File: config.mk
export PLATFORM = sky130hd
export DESIGN_NAME = needle_gauge_countdown_driver_core
export DESIGN_NICKNAME = d
export VERILOG_FILES = /design/src/hdl/nggd_pkg.sv /design/src/hdl/nggd_ram.sv /design/src/hdl/needle_gauge_countdown_driver_core.sv
export SDC_FILE = /design/constraint.sdc
export NUM_CORES = 1
export LEC_CHECK = 0
export ABC_CLOCK_PERIOD_IN_PS = 12100
export BUFFER_PORTS_ARGS = -buffer_cell sky130_fd_sc_hd__buf_2
export CAP_MARGIN = 20
export CELL_PAD_IN_SITES_DETAIL_PLACEMENT = 0
export CELL_PAD_IN_SITES_GLOBAL_PLACEMENT = 1
export CORE_UTILIZATION = 45
export DETAILED_ROUTE_END_ITERATION = 8
export GPL_TIMING_DRIVEN = 1
export PLACE_DENSITY_LB_ADDON = 0.3
export SKIP_LAST_GASP = 1
export SLEW_MARGIN = 5
export SYNTH_ARGS = -nofsm -noshare
export SYNTH_HDL_FRONTEND = slang
export SYNTH_SLANG_ARGS = --single-unit
File: constraint.sdc
create_clock -name i_clk -period 12.1 [get_ports i_clk]
set_input_delay 0.605 -clock i_clk [delete_from_list [all_inputs] [get_ports i_clk]]
set_output_delay 0.605 -clock i_clk [all_outputs]
set_load 0.05 [all_outputs]
File: src/hdl/nggd_pkg.sv
// shared constants, types and the wobble sine table of the needle gauge driver
`default_nettype none

package nggd_pkg;

    // block constants
    localparam int LEVELS      = 12;
    localparam int PWM_BITS    = 10;
    localparam int PHASE_STEPS = 20;
    localparam int FRAC_BITS   = 16;

    // field and register widths
    localparam int FUNC_W  = 2;
    localparam int WAIT_W  = 8;
    localparam int STEP_W  = 16;
    localparam int LAG_W   = 18;
    localparam int CFG_W   = 18;
    localparam int CFG_AW  = 1;
    localparam int LEVEL_W = $clog2(LEVELS + 1);
    localparam int PHASE_W = $clog2(PHASE_STEPS);
    localparam int VAL_W   = 25;
    localparam int SUM_W   = VAL_W + 1;
    localparam int SINE_W  = FRAC_BITS + 1;
    localparam int CLAMP_W = LEVEL_W + FRAC_BITS;
    localparam int LWAIT_W = WAIT_W + 1;
    localparam int DIFF_W  = PWM_BITS + 1;
    localparam int PROD_W  = DIFF_W + FRAC_BITS + 1;

    // item function codes
    localparam logic [FUNC_W-1:0] FUNC_TICK = 2'd0;
    localparam logic [FUNC_W-1:0] FUNC_WAIT = 2'd1;
    localparam logic [FUNC_W-1:0] FUNC_CAL  = 2'd2;

    // configuration register indexes
    localparam logic [CFG_AW-1:0] CFG_STEP = 1'b0;
    localparam logic [CFG_AW-1:0] CFG_LAG  = 1'b1;

    // reset values
    localparam logic [STEP_W-1:0] STEP_RST  = STEP_W'(109);
    localparam logic [LAG_W-1:0]  LAG_RST   = LAG_W'(98304);
    localparam logic [PHASE_W-1:0] PHASE_START = PHASE_W'((3 * PHASE_STEPS) / 4);

    typedef logic signed [VAL_W-1:0]   t_val;
    typedef logic signed [SUM_W-1:0]   t_sum;
    typedef logic signed [SINE_W-1:0]  t_sine;
    typedef logic signed [LWAIT_W-1:0] t_lwait;

    localparam t_val   HALF_V = t_val'(1) <<< (FRAC_BITS - 1);
    localparam t_sum   TOP_V  = SUM_W'(LEVELS << FRAC_BITS);
    localparam t_lwait NO_WAIT = '1;

    // half-amplitude sine, round(2^(FRAC_BITS-1) * sin(2*pi*k/PHASE_STEPS))
    function automatic t_sine sine_at(input logic [PHASE_W-1:0] k);
        t_sine s;
        case (k)
            5'd0:    s =  17'sd0;
            5'd1:    s =  17'sd10126;
            5'd2:    s =  17'sd19261;
            5'd3:    s =  17'sd26510;
            5'd4:    s =  17'sd31164;
            5'd5:    s =  17'sd32768;
            5'd6:    s =  17'sd31164;
            5'd7:    s =  17'sd26510;
            5'd8:    s =  17'sd19261;
            5'd9:    s =  17'sd10126;
            5'd10:   s =  17'sd0;
            5'd11:   s = -17'sd10126;
            5'd12:   s = -17'sd19261;
            5'd13:   s = -17'sd26510;
            5'd14:   s = -17'sd31164;
            5'd15:   s = -17'sd32768;
            5'd16:   s = -17'sd31164;
            5'd17:   s = -17'sd26510;
            5'd18:   s = -17'sd19261;
            5'd19:   s = -17'sd10126;
            default: s =  17'sd0;
        endcase
        return s;
    endfunction

endpackage

`default_nettype wire

File: src/hdl/nggd_ram.sv
// generic single-write, single-read ram with registered read data
`default_nettype none

module nggd_ram #(
    parameter int WIDTH = 8,
    parameter int DEPTH = 16
) (
    input  wire logic                     i_clk,
    input  wire logic                     i_we,
    input  wire logic [$clog2(DEPTH)-1:0] i_waddr,
    input  wire logic [WIDTH-1:0]         i_wdata,
    input  wire logic                     i_re,
    input  wire logic [$clog2(DEPTH)-1:0] i_raddr,
    output logic      [WIDTH-1:0]         o_rdata
);

    logic [WIDTH-1:0] r_mem [DEPTH];

    always_ff @(posedge i_clk) begin
        if (i_we) begin
            r_mem[i_waddr] <= i_wdata;
        end
        if (i_re) begin
            o_rdata <= r_mem[i_raddr];
        end
    end

endmodule

`default_nettype wire

File: src/hdl/needle_gauge_countdown_driver_core.sv
// top level of the needle gauge countdown driver: state update, lookup and interpolation
`default_nettype none

// Needle gauge countdown driver. Items arrive on a valid/ready channel: a tick
// lowers the shown minute value while counting down and gives one result beat
// (pwm duty plus the wobbling and counting-down flags), a wait report restarts
// the display when it differs from the stored wait, and a calibration write
// fills one of the LEVELS+1 duty marks. Wait reports and calibration writes give
// no result. One item is accepted every cycle unless the lookup stage stalls;
// a tick's state update and table read are registered at its acceptance, and the
// interpolation product goes into the result register once that is free.
// The calibration table sits in two small RAM copies, one per read port (lower
// and upper mark), with a valid bit per entry so that reset reads all marks as
// zero without a clearing pass. The lookup stage lets a new item in while a
// result waits to be taken, if it is empty. Configuration writes take effect
// at once and are meant for idle periods.

module needle_gauge_countdown_driver_core
    import nggd_pkg::*;
(
    input  wire logic                i_clk,
    input  wire logic                i_rst_n,
    // configuration
    input  wire logic                i_cfg_we,
    input  wire logic [CFG_AW-1:0]   i_cfg_idx,
    input  wire logic [CFG_W-1:0]    i_cfg_data,
    // item channel
    input  wire logic                i_in_valid,
    output logic                     o_in_ready,
    input  wire logic [FUNC_W-1:0]   i_func,
    input  wire logic [WAIT_W-1:0]   i_wait_minutes,
    input  wire logic                i_wait_valid,
    input  wire logic [LEVEL_W-1:0]  i_cal_index,
    input  wire logic [PWM_BITS-1:0] i_cal_duty,
    // result channel
    output logic                     o_out_valid,
    input  wire logic                i_out_ready,
    output logic [PWM_BITS-1:0]      o_pwm_duty,
    output logic                     o_wobbling,
    output logic                     o_counting_down
);

    // configuration registers
    logic [STEP_W-1:0] r_step;
    logic [LAG_W-1:0]  r_lag;

    // display state
    t_val               r_shown, n_shown;
    t_lwait             r_last_wait, n_last_wait;
    logic               r_wob, n_wob;
    logic               r_cd, n_cd;
    logic [PHASE_W-1:0] r_phase, n_phase;
    logic [LEVELS:0]    r_cal_vld;

    // lookup stage
    logic                 r_s1_vld;
    logic [FRAC_BITS-1:0] r_s1_frac;
    logic                 r_s1_wob;
    logic                 r_s1_cd;
    logic                 r_lo_vld;
    logic                 r_hi_vld;

    // result register
    logic                r_out_vld;
    logic [PWM_BITS-1:0] r_out_duty;
    logic                r_out_wob;
    logic                r_out_cd;

    logic accept;
    logic s1_adv;
    logic is_tick;
    logic cal_we;

    logic [LEVEL_W-1:0]   lo_idx;
    logic [LEVEL_W-1:0]   hi_idx;
    logic [FRAC_BITS-1:0] frac;
    logic [PWM_BITS-1:0]  lo_rdata;
    logic [PWM_BITS-1:0]  hi_rdata;

    // handshake: the lookup stage moves on whenever the result register is free
    assign s1_adv     = r_s1_vld && (!r_out_vld || i_out_ready);
    assign o_in_ready = !r_s1_vld || s1_adv;
    assign accept     = i_in_valid && o_in_ready;
    assign is_tick    = accept && (i_func == FUNC_TICK);
    assign cal_we     = accept && (i_func == FUNC_CAL) &&
                        (i_cal_index <= LEVEL_W'(LEVELS));

    // state update for the accepted item, and lookup addresses for a tick
    always_comb begin
        t_sum               wait_fx;
        t_sum               dec;
        t_sum               lim;
        t_sum               v;
        t_lwait             wait_new;
        logic [PHASE_W-1:0] p;
        logic [CLAMP_W-1:0] cv;

        n_shown     = r_shown;
        n_last_wait = r_last_wait;
        n_wob       = r_wob;
        n_cd        = r_cd;
        n_phase     = r_phase;
        wait_fx     = SUM_W'($unsigned(r_last_wait[WAIT_W-1:0])) <<< FRAC_BITS;
        dec         = SUM_W'(r_shown) - SUM_W'(r_step);
        lim         = wait_fx - SUM_W'(r_lag);
        wait_new    = i_wait_valid ? t_lwait'({1'b0, i_wait_minutes}) : NO_WAIT;
        p           = '0;
        v           = '0;
        cv          = '0;

        if (accept) begin
            unique case (i_func)
                FUNC_TICK: begin
                    // countdown; falling too far behind the wait starts the wobble
                    if (r_cd) begin
                        if (dec < lim) begin
                            n_cd    = 1'b0;
                            n_wob   = 1'b1;
                            n_shown = VAL_W'(wait_fx);
                            n_phase = PHASE_START;
                        end else begin
                            n_shown = VAL_W'(dec);
                        end
                    end
                    v = SUM_W'(n_shown);
                    if (n_wob) begin
                        p       = (n_phase >= PHASE_W'(PHASE_STEPS)) ? '0 : n_phase;
                        v       = v + SUM_W'(sine_at(p));
                        n_phase = (p == PHASE_W'(PHASE_STEPS - 1)) ? '0 : p + PHASE_W'(1);
                    end else begin
                        n_phase = '0;
                    end
                end
                FUNC_WAIT: begin
                    // only a changed report restarts the display
                    if (wait_new != r_last_wait) begin
                        n_last_wait = wait_new;
                        if (i_wait_valid) begin
                            n_shown = t_val'(wait_new) <<< FRAC_BITS;
                            n_cd    = 1'b1;
                            n_wob   = 1'b0;
                        end else begin
                            n_shown = HALF_V;
                            n_wob   = 1'b1;
                            n_cd    = 1'b0;
                        end
                    end
                end
                FUNC_CAL: begin
                end
                default: begin
                end
            endcase
        end

        // clamp to the meter range
        if (v < 0) begin
            cv = '0;
        end else if (v > TOP_V) begin
            cv = CLAMP_W'(TOP_V);
        end else begin
            cv = CLAMP_W'(v);
        end

        lo_idx = cv[CLAMP_W-1:FRAC_BITS];
        frac   = cv[FRAC_BITS-1:0];
        // upper mark; lo is only LEVELS when the fraction is zero, so hi stays in range
        hi_idx = lo_idx + LEVEL_W'(frac != '0);
    end

    // calibration marks, one copy per read port
    nggd_ram #(
        .WIDTH (PWM_BITS),
        .DEPTH (LEVELS + 1)
    ) u_cal_lo (
        .i_clk   (i_clk),
        .i_we    (cal_we),
        .i_waddr (i_cal_index),
        .i_wdata (i_cal_duty),
        .i_re    (is_tick),
        .i_raddr (lo_idx),
        .o_rdata (lo_rdata)
    );

    nggd_ram #(
        .WIDTH (PWM_BITS),
        .DEPTH (LEVELS + 1)
    ) u_cal_hi (
        .i_clk   (i_clk),
        .i_we    (cal_we),
        .i_waddr (i_cal_index),
        .i_wdata (i_cal_duty),
        .i_re    (is_tick),
        .i_raddr (hi_idx),
        .o_rdata (hi_rdata)
    );

    // state and configuration registers
    always_ff @(posedge i_clk) begin
        if (!i_rst_n) begin
            r_step      <= STEP_RST;
            r_lag       <= LAG_RST;
            r_shown     <= HALF_V;
            r_last_wait <= NO_WAIT;
            r_wob       <= 1'b1;
            r_cd        <= 1'b0;
            r_phase     <= '0;
            r_cal_vld   <= '0;
        end else begin
            if (i_cfg_we) begin
                unique case (i_cfg_idx)
                    CFG_STEP: r_step <= i_cfg_data[STEP_W-1:0];
                    CFG_LAG:  r_lag  <= i_cfg_data[LAG_W-1:0];
                    default:  r_step <= r_step;
                endcase
            end
            r_shown     <= n_shown;
            r_last_wait <= n_last_wait;
            r_wob       <= n_wob;
            r_cd        <= n_cd;
            r_phase     <= n_phase;
            if (cal_we) begin
                r_cal_vld[i_cal_index] <= 1'b1;
            end
        end
    end

    // lookup stage: control
    always_ff @(posedge i_clk) begin
        if (!i_rst_n) begin
            r_s1_vld <= 1'b0;
        end else if (o_in_ready) begin
            r_s1_vld <= is_tick;
        end
    end

    // lookup stage: payload, held with the ram read data while stalled
    always_ff @(posedge i_clk) begin
        if (is_tick) begin
            r_s1_frac <= frac;
            r_s1_wob  <= n_wob;
            r_s1_cd   <= n_cd;
            // a mark never written reads as zero
            r_lo_vld  <= r_cal_vld[lo_idx];
            r_hi_vld  <= r_cal_vld[hi_idx];
        end
    end

    // interpolation between the two marks, truncated
    logic [PWM_BITS-1:0]      pl;
    logic [PWM_BITS-1:0]      ph;
    logic signed [DIFF_W-1:0] diff;
    logic signed [PROD_W-1:0] prod;
    logic signed [PROD_W-1:0] total;

    always_comb begin
        pl    = r_lo_vld ? lo_rdata : '0;
        ph    = r_hi_vld ? hi_rdata : '0;
        diff  = DIFF_W'(ph) - DIFF_W'(pl);
        prod  = PROD_W'(diff) * PROD_W'(signed'({1'b0, r_s1_frac}));
        total = (PROD_W'(pl) <<< FRAC_BITS) + prod;
    end

    // result register
    always_ff @(posedge i_clk) begin
        if (!i_rst_n) begin
            r_out_vld <= 1'b0;
        end else if (s1_adv) begin
            r_out_vld <= 1'b1;
        end else if (i_out_ready) begin
            r_out_vld <= 1'b0;
        end
    end

    always_ff @(posedge i_clk) begin
        if (s1_adv) begin
            r_out_duty <= total[FRAC_BITS +: PWM_BITS];
            r_out_wob  <= r_s1_wob;
            r_out_cd   <= r_s1_cd;
        end
    end

    assign o_out_valid     = r_out_vld;
    assign o_pwm_duty      = r_out_duty;
    assign o_wobbling      = r_out_wob;
    assign o_counting_down = r_out_cd;

endmodule

`default_nettype wire
==> run summary, run 1 <==
Worst ir drop on vdd: 0.1657 mV. The flow ran to the end, and the final reports show no timing, DRC or antenna violations. The fraction of final layout cells with drive strength greater than 1 is 0.1084. For this block, the initial DRC count from the detailed router was 1,431.

The tools report the number of library cell types mapped by synthesis as 93. Setup slack on the worst reg-to-reg path comes out at 0.92 ns. After legalization and detailed placement, the total HPWL measured 46,190 um.

Detailed routing inserted a total of 17,810 vias. In this run the standard cell core region covers 49,970 um^2. The run gives 0 as the reported max-cap violation count. The congestion estimate from routability-driven global placement came to 0.9046. The top-area cell type share of the netlist area was 0.2404.

The slowest stage of the critical path is the sky130_fd_sc_hd__mux4_2 cell. In this run, placement finished with an instance count of 2,996. The largest net degree at the start of global routing was 91; the required time of the worst setup path was 12.42 ns. The tools report the clock latency on the worst-skew pair as 0.61 ns. The number of buffers added by the clock tree synthesis step is 31. The tools report the effective utilization at floorplan as 0.4550. The time the final worst path needs with I/O delays and setup was 11.18 ns; the number of diodes was 0.

The peak fanout along the critical path is 15. Once layout is complete, the cells apart from fillers number 3,052. The synthesized design spends more area on one cell type than any other, namely sky130_fd_sc_hd__edfxtp_1. Leaving out fill and tap cells, the most frequent cell in the layout is sky130_fd_sc_hd__nand2_1.

The final total negative setup slack came out at 0 ns. The via count of the first global-routing pass was 17,430. For this design the static power due to leakage is 0.009881 uW. The maximum clock frequency is 89.48 MHz, and the worst clock skew is 0.04092 ns. The clock passes through at most 3 buffers.

The routed via count divided by cell count is 5.835, and the actual slew at the worst max-slew pin is 1.054 ns. The post-route antenna net violation count is 0. TritonCTS built the clock tree. The total of hold buffers inserted after clock tree synthesis was 0.

Setup repair after global routing left no endpoint under its margin. The post-CTS setup buffer count came out at 0. The tools report the cell count after synthesis as 2,330. The first global-routing pass estimated 97,980 um of wire.

The share of the clock period used by the worst path after layout is 0.9236, and the H-tree depth is 1. The tools report the worst slew slack as a fraction of its limit as 0.2963. The worst setup path is launched from a flip-flop. The biggest cell delay along the critical path is 0.53 ns. The die is 226.8 um tall. In the final routed layout, each cell accounts on average for 20.30 um. After synthesis, the cell types taking the most area are sky130_fd_sc_hd__edfxtp_1, sky130_fd_sc_hd__fa_1, sky130_fd_sc_hd__ha_1.

Input and output buffers added on the ports amount to 62. Layout overhead on the synthesized area: 9.708%. For the area enclosed by the die boundary, the log shows 51,420 um^2. The design draws 4224 uW. The post-synthesis sequential area ratio was 0.3196; the row count was 82. The synthesized netlist occupies a cell area of 22,730 um^2. The run gives 0 as the number of design rule violations left after detail routing. The worst hold-check path type was primary input to flip-flop. The final count of hold timing violations was 0. The logs give 63 for the number of top-level pins and 0 for the final setup violation count. STA classifies the critical path endpoint as a flip-flop. The library cells used most frequently in the layout, excluding fill and tap cells, are sky130_fd_sc_hd__nand2_1, sky130_fd_sc_hd__inv_1, sky130_fd_sc_hd__edfxtp_1, sky130_fd_sc_hd__ha_1, sky130_fd_sc_hd__fa_1.

The x dimension of the die is 226.8 um. After synthesis the netlist holds a flip-flop and latch count of 272. The final layout contains 2,697 nets. The clock root buffer master was sky130_fd_sc_hd__clkbuf_16. The most used flip-flop cell after synthesis is sky130_fd_sc_hd__edfxtp_1. The number of antenna violations at the first check in global routing came out at 1. Before antenna repair, the detailed router went through 5 iterations. Data arrives at the worst endpoint at 11.49 ns. The global-route total usage across every layer is 0.2436.

For this design the ratio of total power to cell area is 169.4 nW/um^2. Critical path class: flip-flop to flip-flop. The average cell area after synthesis works out to 9.757 um^2.

The residual overflow from global routing is 0. The total length of routed wires was 61,940 um; the share of synthesized registers carrying an async set or reset was 0. The clock net in this run drives a total of 272 sinks. The post-cts resize count came out at 0. The Yosys step of the flow raised 0 warnings. The net count after synthesis is 2,670, and the number of inserted filler cells in the final layout is 4,626. The tools report the number of slew-limit violations in the final report as 0. Counting flops with a built-in enable in the synthesized netlist gives 182. Clock-pin slew on the worst setup and hold paths: 0.06 ns.
==> where the power goes <==
group	internal, uW	leakage, uW	total (uW)	switching [uW]
sequential	1100	0.00239	1120	23.1
combinational	907	0.00698	2100	1200
clock	600	0.000513	999	399
==> Yosys cell counts, types with 9 or more instances <==
cell type	n
sky130_fd_sc_hd__nand4_1	11
sky130_fd_sc_hd__o211ai_1	29
sky130_fd_sc_hd__a21oi_1	78
sky130_fd_sc_hd__mux4_2	44
sky130_fd_sc_hd__nor3_1	44
sky130_fd_sc_hd__o2bb2ai_1	13
sky130_fd_sc_hd__edfxtp_1	182
sky130_fd_sc_hd__dfxtp_1	90
sky130_fd_sc_hd__xor2_1	37
sky130_fd_sc_hd__nor3b_1	13
sky130_fd_sc_hd__mux2i_1	40
sky130_fd_sc_hd__nand3_1	45
sky130_fd_sc_hd__o21a_1	30
sky130_fd_sc_hd__a31oi_1	14
sky130_fd_sc_hd__a211o_1	11
sky130_fd_sc_hd__o21ai_0	72
sky130_fd_sc_hd__mux2_2	10
sky130_fd_sc_hd__and2_1	89
sky130_fd_sc_hd__o22ai_1	11
sky130_fd_sc_hd__o31a_1	9
sky130_fd_sc_hd__a21boi_0	32
sky130_fd_sc_hd__xnor2_1	49
sky130_fd_sc_hd__clkbuf_1	103
sky130_fd_sc_hd__fa_1	136
sky130_fd_sc_hd__a21o_1	23
sky130_fd_sc_hd__nand2b_1	31
sky130_fd_sc_hd__a22oi_1	27
sky130_fd_sc_hd__a211oi_1	22
sky130_fd_sc_hd__ha_1	155
sky130_fd_sc_hd__nor4_1	10
sky130_fd_sc_hd__o31ai_1	16
sky130_fd_sc_hd__nand2_1	283
sky130_fd_sc_hd__and3_1	16
sky130_fd_sc_hd__inv_1	220
sky130_fd_sc_hd__or3_1	13
sky130_fd_sc_hd__nor2_1	111
sky130_fd_sc_hd__nor2b_1	64
==> stage by stage <==
stage | instance area [um^2] | setup WS [ns] | utilization | hold WS [ns]
3_3_place_gp | 23810 | 0.9527 | 0.4765 | 0.4007
4_1_cts | 24890 | 0.4903 | 0.4982 | 0.2046
6_report | 24940 | 0.9246 | 0.4992 | 0.2272
3_5_place_dp | 23820 | 0.5639 | 0.4767 | 0.4092
5_1_grt | 24940 | 0.03906 | 0.4992 | 0.2297
2_1_floorplan | 22730 | 0.8201 | - | 0.4003
==> state kept, by name, summed over array words and instances (netlist names) <==
signal	flops
u_cal_hi.r_mem	60
r_cd	1
r_shown	25
r_last_wait	9
r_s1_cd	1
o_counting_down	1
o_out_valid	1
o_wobbling	1
o_pwm_duty	10
r_cal_vld	13
r_s1_frac	16
r_lo_vld	1
u_cal_hi.o_rdata	10
r_step	16
r_hi_vld	1
u_cal_lo.r_mem	70
r_phase	5
u_cal_lo.o_rdata	10
r_s1_vld	1
r_s1_wob	1
r_wob	1
r_lag	18
==> per-layer routing <==
layer  routed length [um]  global-route usage  part of all wire
met4                 1237             0.05536             0.020
met3                 3916             0.02955             0.063
met1                28180              0.3466              0.45
met2                28600              0.3949              0.46
met5                   13                   0           0.00021
==> cell type report <==
class | instances | area, um^2 | area share
tap | 672 | 840.8 | 0.03371
multi-input combinational | 1716 | 14220 | 0.5701
sequential | 272 | 7268 | 0.2914
clock buffer | 37 | 798.3 | 0.03201
timing repair buffer | 114 | 704.4 | 0.02824
clock inverter | 19 | 275.3 | 0.01104
inverter | 222 | 835.8 | 0.03351
==> cells by family after synthesis <==
family                     count (synthesis)  synth area share
and+or+nand+nor                          760            0.1652
AOI/OAI and AO/OA                        484            0.1525
buffers and inverters                    342           0.05779
adders and majority gates                291            0.2051
DFF                                      272            0.3196
muxes                                     95           0.06676
xor gates and xnor gates                  86           0.03313
==> final timing paths <==
| kind | to | startpoint | cells past startpoint |
|---|---|---|---|
| worst max-delay path | u_cal_hi.o_rdata[0]$_DFFE_PP_ | r_shown[0]$_SDFFE_PN0P_ | 44 |
| worst min-delay path | r_lag[16]$_SDFFE_PN1P_ | i_cfg_data[16] | 3 |
| worst max register to register | u_cal_hi.o_rdata[0]$_DFFE_PP_ | r_shown[0]$_SDFFE_PN0P_ | 44 |
| worst min register to register | o_counting_down$_DFFE_PP_ | r_s1_cd$_DFFE_PP_ | 0 |
==> critical path, delay by kind of cell (launching register included) <==
kind	cells	cell delay (ns)
AO/OA/AOI/OAI	18	4.60
XOR/XNOR	2	0.40
adder cells (fa/ha/maj)	7	1.87
buffers and inverters	4	0.59
flip-flops	1	0.32
multiplexers	2	0.99
AND/OR/NAND/NOR	11	2.08
Note: power is estimated with default switching activity, not from simulation.
==> run 2: changes to the inputs <==
--- a/config.mk
+++ b/config.mk
@@ -5,12 +5,12 @@
 export SDC_FILE = /design/constraint.sdc
 export NUM_CORES = 1
 export LEC_CHECK = 0
-export ABC_CLOCK_PERIOD_IN_PS = 12100
+export ABC_CLOCK_PERIOD_IN_PS = 11900
 export BUFFER_PORTS_ARGS = -buffer_cell sky130_fd_sc_hd__buf_2
 export CAP_MARGIN = 20
-export CELL_PAD_IN_SITES_DETAIL_PLACEMENT = 0
-export CELL_PAD_IN_SITES_GLOBAL_PLACEMENT = 1
-export CORE_UTILIZATION = 45
+export CELL_PAD_IN_SITES_DETAIL_PLACEMENT = 1
+export CELL_PAD_IN_SITES_GLOBAL_PLACEMENT = 2
+export CORE_UTILIZATION = 42
 export DETAILED_ROUTE_END_ITERATION = 8
 export GPL_TIMING_DRIVEN = 1
 export PLACE_DENSITY_LB_ADDON = 0.3
==> constraint.sdc (replaced) <==
create_clock -name i_clk -period 11.9 [get_ports i_clk]
set_input_delay 0.595 -clock i_clk [delete_from_list [all_inputs] [get_ports i_clk]]
set_output_delay 0.595 -clock i_clk [all_outputs]
set_load 0.05 [all_outputs]
==> run 2 against run 1 <==
  * Cell count increased by 1.1%
  * Sequential share of layout area decreased by 0.17 points
  * Global-route usage increased by 1.2 points
  * Clock power about the same
  * Routed wire length increased by 13%
  * Combinational power increased by 5%
  * Non-clock buffer count increased by 11
  * Largest cell class unchanged
  * Critical endpoint unchanged
  * Critical path type unchanged
  * Largest power group unchanged
==> run summary, run 2 (synthesis results as in run 1) <==
For the first-pass iteration count of the detailed router, the log shows 5 (unchanged). The pre-CTS setup slack is 0.1711 ns (-0.3928 ns). The clock-pin slew on the worst setup and hold paths is 0.06 ns (about the same). The global-route total usage across every layer was 0.2560 (+0.01236); the worst clock skew was 0.03689 ns (-0.004028 ns). The total vias in the final route was 18,030 (+1.2%); the number of cells traversed by the worst register-to-register path was 45 (+2.3%).

The number of stages on the worst hold path was 3 (unchanged). STA classifies the critical path endpoint as a flip-flop. Count of clock tree sinks: 272 (unchanged).

The worst hold path belongs to the class primary input to flip-flop. Number of design rule violations left after detail routing: 0 (unchanged). The register with the most flip-flops in the final layout is u_cal_lo.r_mem. For the final estimated routing congestion in global placement, the log shows 0.8945 (-1.1%). The logs give 2,711 (+0.52%) for the net total in the final layout and 0 ns (unchanged) for the final total negative setup slack. The tools report the global-route met2 utilization as 0.4260 (+0.03107).

In this run the worst setup path begins at r_shown[0]$_SDFFE_PN0P_. The post-CTS setup buffer count came out at 0 (unchanged). The number of diodes is 0 (unchanged), and the cell internal power dissipation is 2632 uW (+1.0%). The slack of the worst reg-to-reg path was 0.81 ns (-0.12 ns); the number of top-level pins was 63 (unchanged).

For the core occupancy in the finished layout, the log shows 0.4735 (-0.02563). The run gives 84 (+2.4%) as the row count. The run gives 0 (unchanged) as the post-route antenna net violation count. H-tree depth: 2 (+1). The clock root buffer master is sky130_fd_sc_hd__clkbuf_16.

The average wire length per cell after detail routing is 22.67 um (+12%), and the maximum clock frequency is 90.15 MHz (+0.75%). The most common library cell in the layout ignoring fill and taps is sky130_fd_sc_hd__nand2_1. Time the final worst path needs with I/O delays and setup: 11.09 ns (-0.08271 ns). The layout overhead on the synthesized area came out at 10.34%.

The standard cell core area was 52,970 um^2 (+6.0%). The net switching power figure came out at 1732 uW (+7.0%). Master of the slowest instance on the critical path: sky130_fd_sc_hd__mux4_2.

The met3 usage in global routing was 0.03665 (+0.007109); the x dimension of the die was 234.7 um (+3.5%). The number of inserted filler cells in the final layout is 5,958 (+29%), and the actual slew at the worst max-slew pin is 1.090 ns (+0.03573 ns). The violation count after the first detailed-routing iteration came out at 1,253 (-12%). The tools report the clock latency on the worst-skew pair as 0.57 ns (-0.04 ns). Final worst setup slack: 0.8073 ns (-0.1173 ns). Number of flip-flops in the largest register: 70 (unchanged). Routing layer with the top usage in global route: met2. The largest net degree at the start of global routing was 91 (unchanged); the routed via count divided by cell count was 5.843 (+0.14%). In the final layout, the registers with the most flip-flops are u_cal_lo.r_mem: 70 flops, u_cal_hi.r_mem: 60 flops, r_shown: 25 flops. The tools report the global-route wire length before repair as 110,800 um (+13%). The net switching share of the total power is 0.3969 (+0.01364). The combinational share of power is 0.503 (+0.005).

The area enclosed by the die boundary is 55,060 um^2 (+7.1%), and the number of antenna violations at the first check in global routing is 1 (unchanged). Leaving out fill and tap cells, the most frequent cells in the layout are sky130_fd_sc_hd__nand2_1, sky130_fd_sc_hd__inv_1, sky130_fd_sc_hd__edfxtp_1, sky130_fd_sc_hd__ha_1, sky130_fd_sc_hd__fa_1. The number of port buffers is 62 (unchanged). The count of placed standard cells in the final layout, fillers left out came out at 3,085 (+1.1%). Capture endpoint of the worst hold path: r_lag[15]$_SDFFE_PN1P_. The tools report the arrival time of the worst setup path as 11.36 ns (-0.13 ns).

The total power density per cell area is 173.9 nW/um^2 (+2.7%). The run finished with clean final reports. The logs give 69,930 um (+13%) for the total length of routed wires and 0.234 (-0.002) for the clock network fraction of total power. The tools report the total leakage power as 0.009966 uW (+0.86%). The final count of hold timing violations is 0 (unchanged).

The reported max-cap violation count was 0 (unchanged). The endpoint identified for the worst register-to-register timing path is u_cal_hi.o_rdata[0]$_DFFE_PP_. TritonCTS built the clock tree.

For the worst ir drop on vdd, the log shows 0.1424 mV (-14%). The met1 usage is 0.3514 (+0.004751). STA classifies the critical path startpoint as a flip-flop. The share of the clock period used by the worst path after layout was 0.9322 (+0.008572).

Effective utilization at floorplan: 0.4292 (-0.02582). Setup repair after global routing left no endpoint under its margin. In this run the critical register-to-register path is launched from r_shown[0]$_SDFFE_PN0P_. The peak fanout along the critical path was 34 (+19); the die height was 234.7 um (+3.5%). The required time of the worst setup path is 12.17 ns (-0.25 ns). The number of slew-limit violations in the final report is 0 (unchanged). The critical path is of the flip-flop to flip-flop type. For the power share of the sequential group, the log shows 0.262 (-0.004). The final setup violation count is 0 (unchanged), and the worst slew slack as a fraction of its limit is 0.2724 (-0.02384). The via count of the first global-routing pass is 19,180 (+10%), and the count of placed standard cells including taps is 3,022 (+0.87%).

The fraction of final layout cells with drive strength greater than 1 was 0.1160 (+0.007575); the sum of internal, switching and leakage power was 4363 uW (+3.3%). The run gives 34 (+9.7%) as the number of buffers added by the clock tree synthesis step. The run gives 53,150 um (+15%) as the half-perimeter wire length after placement. The hold path startpoint was i_cfg_data[15]. The biggest cell delay along the critical path came out at 0.55 ns (+0.02 ns).

The clock tree buffer depth is 3 (unchanged). For the residual overflow from global routing, the log shows 0 (unchanged).
run 2: cell count changes in the layout (fill, tap and decap cells not counted), sizes merged:
| cell | previous run | this run |
|---|---|---|
| buf | 114 | 125 |
| clkinv | 9 | 16 |
| bufinv | 6 | 1 |
| clkbuf | 37 | 41 |
| clkinvlp | 3 | 2 |
| inv | 223 | 224 |
run 2: metrics by stage:
| stage | cell area (um^2) | hold slack [ns] |
|---|---|---|
| floorplan | 22730 | 0.4003 |
| global placement | 23930 | 0.4570 |
| detailed placement | 23930 | 0.4649 |
| CTS | 25020 | 0.2346 |
| global route | 25080 | 0.2731 |
| finish | 25080 | 0.2680 |
run 2: cell type report:
type	count	area, um^2	area share
clock buffer	41	907.1	0.03616
clock inverter	21	181.4	0.007233
inverter	222	835.8	0.03332
multi-input combinational	1716	14210	0.5667
sequential	272	7268	0.2898
tap	688	860.8	0.03432
timing repair buffer	125	815.8	0.03252
run 2: routing by layer:
metal	wire [um]	vias up
li1	-	8319
met1	32350	9146
met2	32730	462
met3	3482	96
met4	1358	2
met5	11	-
run 2: worst max-delay path: cells and delay by family, from the launching register on:
kind / cells / cell delay [ns]
compound gates: 20 / 5.02
xor+xnor: 2 / 0.39
buf+inv: 5 / 0.80
simple gates: 9 / 1.45
flops: 1 / 0.32
fa+ha+maj: 7 / 1.79
mux: 2 / 1.03
run 2: power by group through the flow:
| stage | registers (uW) | logic [uW] | clock network, uW |
|---|---|---|---|
| after floorplan | 1200 | 1610 | 0 |
| after global placement | 1170 | 2130 | 0 |
| after detailed placement | 1170 | 2230 | 0 |
| after CTS | 1150 | 2240 | 1050 |
| after global routing | 1150 | 2520 | 1080 |
| final | 1150 | 2200 | 1020 |
run 2: repair_timing:
action,in CTS,in global routing
hold buffers,0,0
setup endpoints to repair,0,22
hold endpoints to repair,0,0
gates resized for setup,0,9
run 2: worst max path at each step:
stage,cells after the start,slack [ns],endpoint
2_1_floorplan,48,0.62,u_cal_hi.o_rdata[4]$_DFFE_PP_
4_1_cts,42,0.10,u_cal_hi.o_rdata[6]$_DFFE_PP_
3_5_place_dp,42,0.17,u_cal_hi.o_rdata[6]$_DFFE_PP_
5_1_grt,47,0.008,u_cal_hi.o_rdata[0]$_DFFE_PP_
6_report,45,0.81,u_cal_hi.o_rdata[0]$_DFFE_PP_
3_3_place_gp,42,0.76,u_cal_hi.o_rdata[6]$_DFFE_PP_
